## config.mk

```make
export PLATFORM = sky130hd
export DESIGN_NAME = rtc_epoch_eastern_calendar
export DESIGN_NICKNAME = d
export VERILOG_FILES = /design/src/rtl/rtcee_pkg.sv /design/src/rtl/rtcee_div.sv /design/src/rtl/rtc_epoch_eastern_calendar.sv
export SDC_FILE = /design/constraint.sdc
export NUM_CORES = 1
export LEC_CHECK = 0
export BUFFER_PORTS_ARGS = -buffer_cell sky130_fd_sc_hd__buf_2
export CAP_MARGIN = 10
export CORE_MARGIN = 2
export CORE_UTILIZATION = 50
export DETAILED_ROUTE_END_ITERATION = 8
export PLACE_DENSITY = 0.78
export SETUP_SLACK_MARGIN = 0.2
export SLEW_MARGIN = 20
export SYNTH_ARGS = -nofsm -noshare
export SYNTH_HDL_FRONTEND = slang
export SYNTH_SLANG_ARGS = --single-unit
```

## constraint.sdc

```tcl
create_clock -name clk_i -period 11.18 [get_ports clk_i]
set_input_delay 3.354 -clock clk_i [delete_from_list [all_inputs] [get_ports clk_i]]
set_output_delay 3.354 -clock clk_i [all_outputs]
set_load 0.005 [all_outputs]
```

## src/rtl/rtcee_pkg.sv

```systemverilog
// Package for the Eastern-time epoch clock: sequencer states, calendar constants
// and small calendar helper functions.
// Used by rtcee_div, rtc_epoch_eastern_calendar and rtcee_checker; depends on nothing.
`default_nettype none
package rtcee_pkg;

  localparam int unsigned CmdW    = 2;
  localparam int unsigned TpsW    = 24;
  localparam int unsigned EpochW  = 32;
  localparam int unsigned DivW    = 17;
  localparam int unsigned DaysW   = 16;
  localparam int unsigned InDataW = 40;
  localparam int unsigned OutDataW = 88;

  localparam logic [CmdW-1:0] CmdTick  = 2'd0;
  localparam logic [CmdW-1:0] CmdSet   = 2'd1;
  localparam logic [CmdW-1:0] CmdRead  = 2'd2;
  localparam logic [CmdW-1:0] CmdSpare = 2'd3;

  localparam logic [TpsW-1:0]   TpsReset    = 24'd1000000;
  localparam logic [DivW-1:0]   SecsPerDay  = 17'd86400;
  localparam logic [DivW-1:0]   SixtyDiv    = 17'd60;
  localparam logic [EpochW-1:0] DstOffset   = 32'd14400;
  localparam logic [EpochW-1:0] StdOffset   = 32'd18000;
  localparam logic [DivW-1:0]   DstStartSod = 17'd25200;
  localparam logic [DivW-1:0]   DstEndSod   = 17'd21600;
  localparam logic [11:0]       BaseYear    = 12'd1970;
  localparam logic [11:0]       NoLeapCentury = 12'd2100;
  localparam logic [2:0]        BaseDow     = 3'd4;

  // Reciprocals of 675 (the day length over 128) scaled by 2^35 and of 15
  // (sixty over four) scaled by 2^19, exact over the operand ranges used.
  localparam logic [25:0]       DayRecip    = 26'd50903317;
  localparam logic [15:0]       SixtyRecip  = 16'd34953;

  typedef enum logic [3:0] {
    StIdle,
    StDivDays,
    StYear,
    StDst,
    StMonth,
    StDivMin,
    StDivHour,
    StFinish
  } state_e;

  typedef struct packed {
    logic             start;
    logic [EpochW-1:0] dividend;
    logic             by_day;
  } div_req_t;

  // The year never leaves 1970 to 2106, so 2100 is the only century that
  // breaks the four-year rule.
  function automatic logic is_leap(input logic [11:0] yr);
    is_leap = (yr[1:0] == 2'b00) && (yr != NoLeapCentury);
  endfunction

  function automatic logic [8:0] month_days(input logic [3:0] mon, input logic leap);
    case (mon)
      4'd2: month_days = leap ? 9'd29 : 9'd28;
      4'd4, 4'd6, 4'd9, 4'd11: month_days = 9'd30;
      default: month_days = 9'd31;
    endcase
  endfunction

  function automatic logic [2:0] mod7_add(input logic [2:0] a, input logic [2:0] b);
    logic [3:0] s;
    s = {1'b0, a} + {1'b0, b};
    mod7_add = (s >= 4'd7) ? 3'(s - 4'd7) : s[2:0];
  endfunction

endpackage
`default_nettype wire

```

## src/rtl/rtcee_div.sv

```systemverilog
// Divider by the day length or by sixty through reciprocal multiplication on one
// shared multiplier: the quotient is registered first, then the remainder.
// Depends on rtcee_pkg.
`default_nettype none
module rtcee_div (
  input  wire logic                      clk_i,
  input  wire logic                      rst_ni,
  input  wire rtcee_pkg::div_req_t       req_i,
  output logic                           done_o,
  output logic [rtcee_pkg::EpochW-1:0]   quot_o,
  output logic [rtcee_pkg::DivW-1:0]     rem_o
);
  import rtcee_pkg::*;

  logic [EpochW-1:0] num_q;
  logic              day_q;
  logic              mul_q, fix_q, done_q;
  logic [DaysW-1:0]  quo_q, quo_d;
  logic [DivW-1:0]   rem_q, rem_d;
  logic [24:0]       mul_a;
  logic [25:0]       mul_b;
  logic [50:0]       prod;

  always_comb begin
    if (fix_q) begin
      mul_a = {9'd0, quo_q};
      mul_b = day_q ? {9'd0, SecsPerDay} : {9'd0, SixtyDiv};
    end else if (day_q) begin
      mul_a = num_q[EpochW-1:7];
      mul_b = DayRecip;
    end else begin
      mul_a = {10'd0, num_q[16:2]};
      mul_b = {10'd0, SixtyRecip};
    end
    prod = {26'd0, mul_a} * {25'd0, mul_b};
    quo_d = day_q ? prod[50:35] : {4'd0, prod[30:19]};
    rem_d = num_q[DivW-1:0] - prod[DivW-1:0];
  end

  always_ff @(posedge clk_i or negedge rst_ni) begin
    if (!rst_ni) begin
      mul_q <= 1'b0;
      fix_q <= 1'b0;
      done_q <= 1'b0;
    end else begin
      mul_q <= req_i.start;
      fix_q <= mul_q;
      done_q <= fix_q;
    end
  end

  always_ff @(posedge clk_i) begin
    if (req_i.start) begin
      num_q <= req_i.dividend;
      day_q <= req_i.by_day;
    end
    if (mul_q) begin
      quo_q <= quo_d;
    end
    if (fix_q) begin
      rem_q <= rem_d;
    end
  end

  assign done_o = done_q;
  assign quot_o = {16'd0, quo_q};
  assign rem_o = rem_q;

endmodule
`default_nettype wire

```

## src/rtl/rtc_epoch_eastern_calendar.sv

```systemverilog
// Top level of the epoch clock with US Eastern calendar readout.
// Depends on rtcee_pkg and rtcee_div.
//
// Channel  | Dir | Payload
// s_axis   | in  | tuser: cmd; tdata: epoch_value
// m_axis   | out | tuser: time_valid; tdata: UTC epoch and local calendar fields
// cfg      | in  | ticks_per_second, written when cfg_we_i is high
//
// Tick and set transactions are applied when accepted. A read runs through two
// divisions by the day length, two year walks of up to 136 steps, a month walk
// of up to 11 steps and two divisions by sixty, all on one shared multiplier and
// one compare-subtract step. After reset the time is not set and a read returns
// all zeros. Input is not ready while a read is in progress or while a finished
// read waits for the output register to empty.
`default_nettype none
module rtc_epoch_eastern_calendar (
  input  wire logic                            clk_i,
  input  wire logic                            rst_ni,
  input  wire logic                            cfg_we_i,
  input  wire logic [rtcee_pkg::TpsW-1:0]      cfg_wdata_i,
  input  wire logic                            s_axis_tvalid,
  output logic                                 s_axis_tready,
  // tdata: epoch_value[31:0], zero pad [39:32]
  input  wire logic [rtcee_pkg::InDataW-1:0]   s_axis_tdata,
  // tuser: cmd[1:0]
  input  wire logic [rtcee_pkg::CmdW-1:0]      s_axis_tuser,
  output logic                                 m_axis_tvalid,
  input  wire logic                            m_axis_tready,
  // tdata: utc_epoch[31:0], local_year[43:32], local_month[47:44],
  // local_day[52:48], local_hour[57:53], local_minute[63:58],
  // local_second[69:64], dst_active[70], minute_of_day[81:71], zero pad [87:82]
  output logic [rtcee_pkg::OutDataW-1:0]       m_axis_tdata,
  // tuser: time_valid
  output logic                                 m_axis_tuser
);
  import rtcee_pkg::*;

  state_e state_q, state_d;
  logic [TpsW-1:0]   tps_q;
  logic              set_q;
  logic [EpochW-1:0] secs_q;
  logic [TpsW-1:0]   sub_q;
  logic              pass_q, valid_q, dst_q;
  logic [DaysW-1:0]  days_q;
  logic [DivW-1:0]   sod_q;
  logic [11:0]       yr_q;
  logic [2:0]        dow_q;
  logic [3:0]        mon_q;
  logic [10:0]       mod_q;
  logic [5:0]        sec_q, min_q;
  logic [4:0]        hour_q;
  logic              mv_q;
  logic [OutDataW-1:0] md_q;
  logic              mu_q;

  div_req_t          div_req;
  logic              div_done;
  logic [EpochW-1:0] div_quot;
  logic [DivW-1:0]   div_rem;

  logic              accept, leap, year_fits, month_fits, dst_now, out_free;
  logic [8:0]        year_len, mon_len, doy, start_d, end_d;
  logic [2:0]        mar_dow;
  logic [3:0]        first_sun;
  logic [TpsW-1:0]   tick_next;

  rtcee_div u_div (
    .clk_i  (clk_i),
    .rst_ni (rst_ni),
    .req_i  (div_req),
    .done_o (div_done),
    .quot_o (div_quot),
    .rem_o  (div_rem)
  );

  assign accept = s_axis_tvalid && s_axis_tready;
  assign out_free = !mv_q || m_axis_tready;
  assign leap = is_leap(yr_q);
  assign year_len = leap ? 9'd366 : 9'd365;
  assign year_fits = days_q < {7'd0, year_len};
  assign mon_len = month_days(mon_q, leap);
  assign month_fits = (mon_q == 4'd12) || (days_q < {7'd0, mon_len});
  assign tick_next = sub_q + 24'd1;

  // March 1 and November 1 share a weekday in every year.
  assign mar_dow = mod7_add(dow_q, 3'd3 + {2'b00, leap});
  assign first_sun = (mar_dow == 3'd0) ? 4'd1 : (4'd8 - {1'b0, mar_dow});
  assign doy = days_q[8:0];
  assign start_d = 9'd65 + {8'd0, leap} + {5'd0, first_sun};
  assign end_d = 9'd303 + {8'd0, leap} + {5'd0, first_sun};
  assign dst_now = ((doy > start_d) || ((doy == start_d) && (sod_q >= DstStartSod))) &&
                   ((doy < end_d) || ((doy == end_d) && (sod_q < DstEndSod)));

  always_comb begin
    state_d = state_q;
    s_axis_tready = 1'b0;
    div_req = '0;
    case (state_q)
      StIdle: begin
        s_axis_tready = 1'b1;
        if (accept && (s_axis_tuser == CmdRead)) begin
          if (set_q) begin
            div_req.start = 1'b1;
            div_req.dividend = secs_q;
            div_req.by_day = 1'b1;
            state_d = StDivDays;
          end else begin
            state_d = StFinish;
          end
        end
      end
      StDivDays: begin
        if (div_done) begin
          state_d = StYear;
        end
      end
      StYear: begin
        if (year_fits) begin
          state_d = pass_q ? StMonth : StDst;
        end
      end
      StDst: begin
        div_req.start = 1'b1;
        div_req.dividend = secs_q - (dst_now ? DstOffset : StdOffset);
        div_req.by_day = 1'b1;
        state_d = StDivDays;
      end
      StMonth: begin
        if (month_fits) begin
          div_req.start = 1'b1;
          div_req.dividend = {15'd0, sod_q};
          div_req.by_day = 1'b0;
          state_d = StDivMin;
        end
      end
      StDivMin: begin
        if (div_done) begin
          div_req.start = 1'b1;
          div_req.dividend = {21'd0, div_quot[10:0]};
          div_req.by_day = 1'b0;
          state_d = StDivHour;
        end
      end
      StDivHour: begin
        if (div_done) begin
          state_d = StFinish;
        end
      end
      StFinish: begin
        if (out_free) begin
          state_d = StIdle;
        end
      end
      default: state_d = StIdle;
    endcase
  end

  always_ff @(posedge clk_i or negedge rst_ni) begin
    if (!rst_ni) begin
      state_q <= StIdle;
      tps_q <= TpsReset;
      set_q <= 1'b0;
      secs_q <= '0;
      sub_q <= '0;
      mv_q <= 1'b0;
      pass_q <= 1'b0;
    end else begin
      state_q <= state_d;
      if (cfg_we_i) begin
        tps_q <= cfg_wdata_i;
      end
      if (accept && (s_axis_tuser == CmdTick)) begin
        if ((tick_next >= tps_q) || (tick_next == '0)) begin
          sub_q <= '0;
          secs_q <= secs_q + 32'd1;
        end else begin
          sub_q <= tick_next;
        end
      end
      if (accept && (s_axis_tuser == CmdSet)) begin
        secs_q <= s_axis_tdata[EpochW-1:0];
        sub_q <= '0;
        set_q <= 1'b1;
      end
      if (accept) begin
        pass_q <= 1'b0;
      end else if (state_q == StDst) begin
        pass_q <= 1'b1;
      end
      if ((state_q == StFinish) && out_free) begin
        mv_q <= 1'b1;
      end else if (m_axis_tready) begin
        mv_q <= 1'b0;
      end
    end
  end

  always_ff @(posedge clk_i) begin
    if (accept) begin
      valid_q <= set_q;
    end
    if ((state_q == StDivDays) && div_done) begin
      days_q <= div_quot[DaysW-1:0];
      sod_q <= div_rem;
      yr_q <= BaseYear;
      dow_q <= BaseDow;
      mon_q <= 4'd1;
    end
    if ((state_q == StYear) && !year_fits) begin
      days_q <= days_q - {7'd0, year_len};
      yr_q <= yr_q + 12'd1;
      dow_q <= mod7_add(dow_q, {2'b00, leap} + 3'd1);
    end
    if (state_q == StDst) begin
      dst_q <= dst_now;
    end
    if ((state_q == StMonth) && !month_fits) begin
      days_q <= days_q - {7'd0, mon_len};
      mon_q <= mon_q + 4'd1;
    end
    if ((state_q == StDivMin) && div_done) begin
      mod_q <= div_quot[10:0];
      sec_q <= div_rem[5:0];
    end
    if ((state_q == StDivHour) && div_done) begin
      hour_q <= div_quot[4:0];
      min_q <= div_rem[5:0];
    end
    if ((state_q == StFinish) && out_free) begin
      mu_q <= valid_q;
      if (valid_q) begin
        md_q <= {6'd0, mod_q, dst_q, sec_q, min_q, hour_q, 5'(days_q + 16'd1),
                 mon_q, yr_q, secs_q};
      end else begin
        md_q <= '0;
      end
    end
  end

  assign m_axis_tvalid = mv_q;
  assign m_axis_tdata = md_q;
  assign m_axis_tuser = mu_q;

endmodule
`default_nettype wire

```

* Yosys cells after proc, flatten, opt, wreduce, memory -nomap -nowiden *
Index checks and enable logic that the tools add are counted.

operators by class
  $add $sub $neg = 20
  $mul = 1
  order comparisons = 9
  equality and inequality tests = 25
  mux-type cells = 48
  reduce and logical (&&, ||, !) cells = 37

operator list
  operator                                                                                count
  34-bit 2-to-1 mux                                                                       4
  34-bit one-hot mux with 4 select lines                                                  1
  32-bit 2-to-1 mux                                                                       3
  24-bit 2-to-1 mux                                                                       3
  26-bit 2-to-1 mux                                                                       2
  25-bit by 26-bit multiplier with 51-bit output                                          1
  25-bit 2-to-1 mux                                                                       2
  16-bit 2-to-1 mux                                                                       3
  4-bit 2-to-1 mux                                                                        10
  12-bit 2-to-1 mux                                                                       3
  32-bit by 1-bit adder with 32-bit output (second input constant)                        1
  4-bit one-hot mux with 8 select lines                                                   1
  32-bit by 15-bit subtractor with 32-bit output                                          1
  24-bit by 1-bit adder with 24-bit output (second input constant)                        1
  4-bit by 3-bit equality test with 1-bit output (second input constant)                  6
  24-bit greater-or-equal comparator                                                      1
  24-bit zero test                                                                        1
  9-bit equality test                                                                     2
  3-bit 2-to-1 mux                                                                        6
  17-bit by 15-bit greater-or-equal comparator with 1-bit output (second input constant)  1
  17-bit by 15-bit less-than comparator with 1-bit output (second input constant)         1
  17-bit 2-to-1 mux                                                                       1
  17-bit subtractor                                                                       1
  16-bit by 5-bit less-than comparator with 1-bit output                                  1
  42 further kinds                                                                        83

word-level totals
  register bits after elaboration = 327

* Longest topological paths before layout *
Gate-level depths: netlist (run 1).

  depth after elaboration = 16
  mapped depth = 36
  depth with buffers taken out = 36

* By module *
From an unflattened synthesis (run 1), not the netlist that was laid out.

second synthesis, totals
  cells, all modules = 3366
  area, all modules = 32615.0 um^2

by module, submodules not included
  module                      instances  cells an instance  area an instance (um^2)  sequential area each (um^2)
  rtcee_div                   1          1903               18188.7                  2057.0
  rtc_epoch_eastern_calendar  1          1463               14426.3                  7115.6

* Worst setup path after synthesis (run 1) *
Ideal clock, no wire load.

  path kind = reg-to-reg
  start point = register u_div.day_q
  end point = register u_div.quo_q[11] (data pin)
  setup time = 0.270 ns
  arrival time = 7.971 ns
  slack = 2.940 ns
  cell stages (with the launch flop) = 28
  period minus slack after synthesis = 8.240 ns
  cell sequence = edfxtp_1 -> buf_1 -> inv_1 -> clkbuf_1 -> buf_1 -> ha_1 -> nor2_1 -> clkbuf_1 -> nor2_1 -> fa_1 -> fa_1 -> fa_1 -> inv_1 -> fa_1 -> fa_1 -> inv_1 -> fa_1 -> fa_1 -> ha_1 -> nand2_1 -> nor4_1 -> a211oi_1 -> or3_1 -> o21ba_2 -> o31ai_2 -> a31oi_1 -> xor2_1 -> o21ai_0

on the way
  cells in the longest elaborated chain, start to end = 4
  elaborated cells on any way between the ends = 7
  those cells by class = mul (1); mux (6)

RTL lines
  item                                                           line             RTL
  start, declared                                                rtcee_div.sv:16  logic day_q;
  start signal, assigned                                         rtcee_div.sv:55  day_q <= req_i.by_day;
  25-bit 2-to-1 mux (tied with other cells)                      rtcee_div.sv:28  end else if (day_q) begin
  25-bit 2-to-1 mux / 26-bit 2-to-1 mux (equally long branches)  rtcee_div.sv:25  if (fix_q) begin
  25-bit by 26-bit multiplier with 51-bit output                 rtcee_div.sv:35  prod = {26'd0, mul_a} * {25'd0, mul_b};
  12-bit 2-to-1 mux (*)                                          rtcee_div.sv:36  quo_d = day_q ? prod[50:35] : {4'd0, prod[30:19]};
  net u_div.quo_d[11]                                            rtcee_div.sv:18  logic [DaysW-1:0] quo_q, quo_d;
  end signal, assigned                                           rtcee_div.sv:58  quo_q <= quo_d;
  end, declared                                                  rtcee_div.sv:18

The timed path passes the listed nets; every way through them passes the cells marked *.
A chain may end at the register's enable or synchronous reset.

* Worst setup path after layout (run 1) *
  start point = register u_div.fix_q
  end point = register u_div.quo_q[11] (data pin)

on the way
  cells in the longest elaborated chain, start to end = 3
  elaborated cells on any way between the ends = 4
  those cells by class = mul (1); mux (3)

RTL lines
  item                                                           line             RTL
  start, declared                                                rtcee_div.sv:17  logic mul_q, fix_q, done_q;
  start signal, assigned                                         rtcee_div.sv:47  fix_q <= mul_q;
  25-bit 2-to-1 mux / 26-bit 2-to-1 mux (equally long branches)  rtcee_div.sv:25
  25-bit by 26-bit multiplier with 51-bit output (*)             rtcee_div.sv:35
  12-bit 2-to-1 mux (*)                                          rtcee_div.sv:36
  net u_div.quo_d[11]                                            rtcee_div.sv:18

Marked as above.

==> results.json, run 1 <==
{
  "reg2reg_from": "u_div.fix_q",
  "route.detailed.drc": 0,
  "wl_per_cell_um": 19.7,
  "area_growth_pct": 8.13,
  "vias_per_cell": 5.73,
  "ant_nets": 0,
  "rows": 93,
  "clk_pin_slew_worst_paths_ns": 0.06,
  "dp_hpwl_um": 66300,
  "report.final.slew_viol_count": 0,
  "met3WireLength_um": 7600,
  "antenna_found_initial": 11,
  "critPathCapture": "u_div.quo_q[11]",
  "cp.arrival_ns": 9.51,
  "synth_edf_count": 231,
  "synth-seq-area-share": 0.285,
  "floorplan.initialDensity": 0.503,
  "relSlewSlack": 0.264,
  "r2r_cells": 24,
  "status": "finished, final reports clean",
  "cts_buffers": 34,
  "r2r_end": "u_div.quo_q[11]",
  "place_area_um2": 33700,
  "synth_ff_type": "edfxtp_1",
  "wirelength_met1_um": 35000,
  "netlist_top_cells_count": "inv_1 (550), ha_1 (393), fa_1 (305)",
  "critPathRequiredTime_ns": 11.44,
  "worstSetupPathType": "reg2reg",
  "die_h_um": 258,
  "holdBufCountCts": 0,
  "placement.io_buffers": 147,
  "first_pass_iters": 7,
  "post_cts_resize_count": 0,
  "fin_skew_ns": 0.0352,
  "finalCriticalPeriod_ns": 9.25,
  "yosysTopAreaCellShare": 0.215,
  "grt_max_degree": 62,
  "yosysWarnings": 0,
  "critPathMaxFanout": 27,
  "synth_top_area_cell": "edfxtp_1",
  "crit_path_end_kind": "register",
  "async_flop_share": 0.278,
  "reg2reg_slack_ns": 1.93,
  "post_cts_buffers": 0,
  "syn-cell-area_um2": 32200,
  "fillers": 5612,
  "routed_wl_um": 83500,
  "die_w_um": 258,
  "finalCritPeriodShare": 0.827,
  "cts_buffer_depth": 3,
  "cts.sinks": 320,
  "drt_iter0_markers": 2144,
  "syn-instance-count": 3287,
  "hp-class": "reg2reg",
  "grt_pass1_wl_um": 132000,
  "hp-start": "u_div.rem_o[15]",
  "dieArea_um2": 66400,
  "grt_pass1_vias": 24241,
  "ioPinCount": 162,
  "synth_seq_cells": 320,
  "holdWs_ns": 0.410,
  "dr_wl_met2_um": 38200,
  "fmax_mhz": 108,
  "finalInstanceArea_um2": 34800,
  "synth_cell_types": 91,
  "cts-htree-levels": 2,
  "synth.avg_cell_area_um2": 9.79,
  "maxCapViolations": 0,
  "tightest_slew_ns": 1.10,
  "crit_start": "u_div.fix_q",
  "highest_layer": "met5",
  "hold_viol": 0,
  "drive_above_1_share": 0.0866,
  "coreArea_um2": 64000,
  "fin_nets": 4137,
  "cp-start-kind": "register",
  "gp_congestion": 0.969,
  "gr-usage-all-layers": 0.253,
  "cts_tree": "built",
  "clock_latency_ns": 0.55,
  "overflow": 0,
  "synth_most_common_cell": "inv_1",
  "clock-root-buffer": "clkbuf_16",
  "vias": 24347,
  "setup_viol": 0,
  "rsz0062_at_grt": "no",
  "synthTopCellsByArea": "edfxtp_1 (22%), fa_1 (19%), ha_1 (15%)",
  "setup_tns_ns": 0
}
==> flip-flops by register name (all words and copies together) (netlist names), 3 cells and up <==
register / cells
secs_q: 32
mon_q: 4
dow_q: 3
sod_q: 17
m_axis_tdata: 82
days_q: 16
min_q: 6
u_div.num_q: 32
hour_q: 5
yr_q: 12
state_q: 3
tps_q: 24
u_div.quo_q: 16
u_div.rem_o: 17
mod_q: 11
sub_q: 24
sec_q: 6
==> worst max-delay path, stage by stage (launching register included) <==
cell	delay [ns]
dfrtp_1	0.68
buf_4	0.36
ha_1	0.91
or2_2	0.46
nand2_1	0.13
fa_1	0.55
inv_1	0.06
fa_1	0.48
ha_1	0.25
fa_1	0.55
inv_1	0.05
fa_1	0.49
fa_1	0.56
inv_1	0.07
fa_1	0.53
ha_1	0.43
a21oi_1	0.13
o21ai_0	0.37
a211oi_1	0.22
or3_1	0.38
o21ba_2	0.24
o31ai_2	0.44
a31oi_1	0.17
xor2_1	0.30
o21ai_0	0.12
==> through the flow <==
stage	std cells	util	setup slack (ns)
6_report	4249	0.544	1.93
5_1_grt	4249	0.544	1.58
4_1_cts	4248	0.544	2.09
3_5_place_dp	4187	0.526	2.13
3_3_place_gp	4187	0.526	2.25
2_1_floorplan	3292	-	2.94
==> cell usage in the layout (no fill, tap or decap), types with 61 or more instances in the layout <==
| master | netlist | routed |
|---|---|---|
| nand2_1 | 238 | 238 |
| edfxtp_1 | 231 | 231 |
| ha_1 | 393 | 392 |
| inv_1 | 550 | 550 |
| fa_1 | 305 | 305 |
| nor2_1 | 185 | 185 |
| nand3_1 | 80 | 80 |
| and2_1 | 121 | 121 |
| buf_2 | 11 | 146 |
| dfrtp_1 | 82 | 82 |
| a21oi_1 | 128 | 127 |
| o21ai_0 | 160 | 160 |
| xnor2_1 | 61 | 61 |
==> worst min path at each step <==
stage	to	slack [ns]	cells past startpoint
detailed placement	sod_q[13]	0.40	0
global placement	sod_q[6]	0.40	0
global route	sod_q[15]	0.42	0
finish	sod_q[15]	0.41	0
CTS	sod_q[15]	0.41	0
floorplan	sod_q[10]	0.40	0
==> per-layer routing <==
layer  global-route usage  vias up
met4               0.0745       20
met5                    0        -
li1                     -    11239
met2                0.403     1053
met1                0.352    11873
met3               0.0489      162
==> kinds of logic after synthesis <==
family | share of synthesized area
other | 0.000116
flip-flops | 0.285
buffers and inverters | 0.0823
AO/OA/AOI/OAI | 0.115
AND/OR/NAND/NOR | 0.137
adder cells (fa/ha/maj) | 0.342
XOR/XNOR | 0.0291
multiplexers | 0.00929
==> area by class of cell <==
class	instances	area [µm²]	share of cell area
timing repair buffer	175	948	0.0272
antenna	1	2.50	0.0000719
sequential	320	9170	0.264
multi-input combinational	2285	20400	0.587
clock buffer	39	891	0.0256
clock inverter	22	234	0.00672
tap	855	1070	0.0307
inverter	552	2070	0.0595
Power of run 1 is left out: the tool's default activity adds up to more than one toggle a clock period on the data nets, which glitch-free logic cannot reach.
==> run 2: changes to the inputs <==
--- a/config.mk
+++ b/config.mk
@@ -5,12 +5,13 @@
 export SDC_FILE = /design/constraint.sdc
 export NUM_CORES = 1
 export LEC_CHECK = 0
+export ABC_AREA = 1
 export BUFFER_PORTS_ARGS = -buffer_cell sky130_fd_sc_hd__buf_2
 export CAP_MARGIN = 10
 export CORE_MARGIN = 2
 export CORE_UTILIZATION = 50
 export DETAILED_ROUTE_END_ITERATION = 8
-export PLACE_DENSITY = 0.78
+export PLACE_DENSITY = 0.81
 export SETUP_SLACK_MARGIN = 0.2
 export SLEW_MARGIN = 20
 export SYNTH_ARGS = -nofsm -noshare
==> constraint.sdc (replaced) <==
create_clock -name clk_i -period 8.33 [get_ports clk_i]
set_input_delay 2.499 -clock clk_i [delete_from_list [all_inputs] [get_ports clk_i]]
set_output_delay 2.499 -clock clk_i [all_outputs]
set_load 0.005 [all_outputs]
==> run 2 against run 1 <==
Effect of this change:
- via count increased by 11%
- core utilization increased by 0.70 points
- clock skew decreased by 0.0045 ns
- largest cell class unchanged
- setup slack got worse by 1.3 ns
- sequential share of layout area decreased by 1.0 points
- sequential cell count unchanged
- global-route usage increased by 0.95 points
- maximum frequency increased by 21%
- critical path depth increased by 4
==> results.json, run 2 <==
{
  "fmax_mhz": 130,
  "crit_top_cell": "fa_1",
  "first_pass_iters": 5,
  "overflow": 0,
  "clock_latency_ns": 0.55,
  "cp.arrival_ns": 7.94,
  "seqCellArea_um2": 9170,
  "hp-class": "reg2reg",
  "fillers": 5758,
  "ioPinCount": 162,
  "hold_viol": 0,
  "coreArea_um2": 65700,
  "cts_buffer_depth": 3,
  "cp_num_buf_inv": 7,
  "fin_nets": 4903,
  "fin_skew_ns": 0.0307,
  "final_util": 0.551,
  "status": "finished, final reports clean",
  "final_common_cell": "inv_1",
  "setup_tns_ns": 0,
  "ant_nets": 0,
  "rsz0062_at_grt": "no",
  "die_w_um": 262,
  "max_stage_delay_ns": 0.54,
  "synth_edf_count": 231,
  "dp_hpwl_um": 70200,
  "clk_pin_slew_worst_paths_ns": 0.06,
  "synth.avg_cell_area_um2": 8.35,
  "synth_seq_cells": 320,
  "rows": 94,
  "tightest_slew_ns": 1.01,
  "gp_congestion": 0.967,
  "synth-seq-area-share": 0.277,
  "synth_top_area_cell": "edfxtp_1",
  "area_growth_pct": 9.23,
  "grt_pass1_vias": 27143,
  "floorplan.initialDensity": 0.504,
  "yosysTopAreaCellShare": 0.209,
  "vias_per_cell": 5.37,
  "relSlewSlack": 0.328,
  "syn-cell-area_um2": 33200,
  "wl_per_cell_um": 17.3,
  "crit_path_end_kind": "register",
  "synthTopCellsByArea": "edfxtp_1 (21%), fa_1 (18%), ha_1 (15%)",
  "cp_top_family": "adder cells",
  "final_cell_mix": "inv_1 (824), nand2_1 (765), nor2_1 (436)",
  "cts_tree": "built",
  "cts_buffers": 34,
  "synth_cell_types": 54,
  "setup_viol": 0,
  "antenna_found_initial": 1,
  "dieArea_um2": 68400,
  "cts.sinks": 320,
  "worstSetupPathType": "reg2reg",
  "synth_most_common_cell": "inv_1",
  "finalNonFillerCells": 5024,
  "report.final.slew_viol_count": 0,
  "vias": 26957,
  "drive_above_1_share": 0.0767,
  "finalCriticalPeriod_ns": 7.67,
  "grt_max_degree": 84,
  "gr-usage-all-layers": 0.263,
  "largest_reg_flops": 82,
  "async_flop_share": 0.278,
  "synth_ff_type": "edfxtp_1",
  "netlist_top_cells_count": "inv_1 (825), nand2_1 (765), nor2_1 (440)",
  "crit_slowest_cell": "fa_1",
  "routed_wl_um": 86900,
  "holdBufCountCts": 0,
  "drt_iter0_markers": 2540,
  "multi_input_area_um2": 20400,
  "syn-instance-count": 3970,
  "post_cts_resize_count": 0,
  "placement.io_buffers": 147,
  "critPathRequiredTime_ns": 8.60,
  "maxCapViolations": 0,
  "post_cts_buffers": 0,
  "cp-start-kind": "register",
  "critPathMaxFanout": 26,
  "finalCritPeriodShare": 0.920,
  "grt_pass1_wl_um": 141000,
  "clock-root-buffer": "clkbuf_16",
  "cts-htree-levels": 2,
  "route.detailed.drc": 0,
  "die_h_um": 262,
  "yosysWarnings": 0,
  "dp.cells": 4962
}
-- run 2: cell types whose count changed in the layout (fill, tap and decap cells not counted), moves of 26 or more --
cell	change
nand2_1	+527
inv_1	+274
nor2_1	+251
and2_1	-118
nand3_1	+76
and3_1	-47
buf_4	+47
nor2b_1	-43
xnor2_1	-31
xor2_1	+30
nand2b_1	-29
a21o_1	-26
-- run 2: routing by layer --
metal,up-vias,GRT usage,part of all wire
li1,12819,-,-
met1,12968,0.355,0.41
met4,0,0.0833,0.036
met3,175,0.0357,0.079
met5,-,0,0
met2,995,0.438,0.47
-- run 2: final cells by class --
class | instances | area share
Multi-Input combinational cell | 2720 | 0.564
Tap cell | 864 | 0.0298
Sequential cell | 320 | 0.253
Clock inverter | 22 | 0.00546
Antenna cell | 1 | 0.0000691
Clock buffer | 39 | 0.0240
Inverter | 832 | 0.0862
Timing Repair Buffer | 226 | 0.0375
-- run 2: worst paths after layout --
kind	from	endpoint	slack, ns	depth (start not counted)
max	u_div.day_q	u_div.rem_o[16]	0.66	28
max in group asynchronous	rst_ni	u_div.fix_q	5.21	2
min	u_div.rem_o[12]	sod_q[12]	0.42	0
min in group asynchronous	rst_ni	tps_q[11]	1.81	1
min reg2reg	u_div.rem_o[12]	sod_q[12]	0.42	0
max reg2reg	u_div.day_q	u_div.rem_o[16]	0.66	28
-- run 2: cell families after synthesis --
| kind of cell | synth area share |
|---|---|
| adders and majority gates | 0.332 |
| muxes | 0.000340 |
| buffers and inverters | 0.109 |
| and+or+nand+nor | 0.184 |
| DFF | 0.277 |
| xor gates and xnor gates | 0.0280 |
| AOI/OAI and AO/OA | 0.0698 |
| other | 0.000113 |
-- run 2: stage by stage --
stage	cell area (µm²)	setup slack (ns)	hold WS [ns]
after floorplan	33200	0.467	0.400
after global placement	35100	0.739	0.403
after detailed placement	35100	0.612	0.407
after CTS	36200	0.568	0.420
after global routing	36200	0.225	0.424
final	36200	0.664	0.417
Power of run 2 is left out for the same reason.
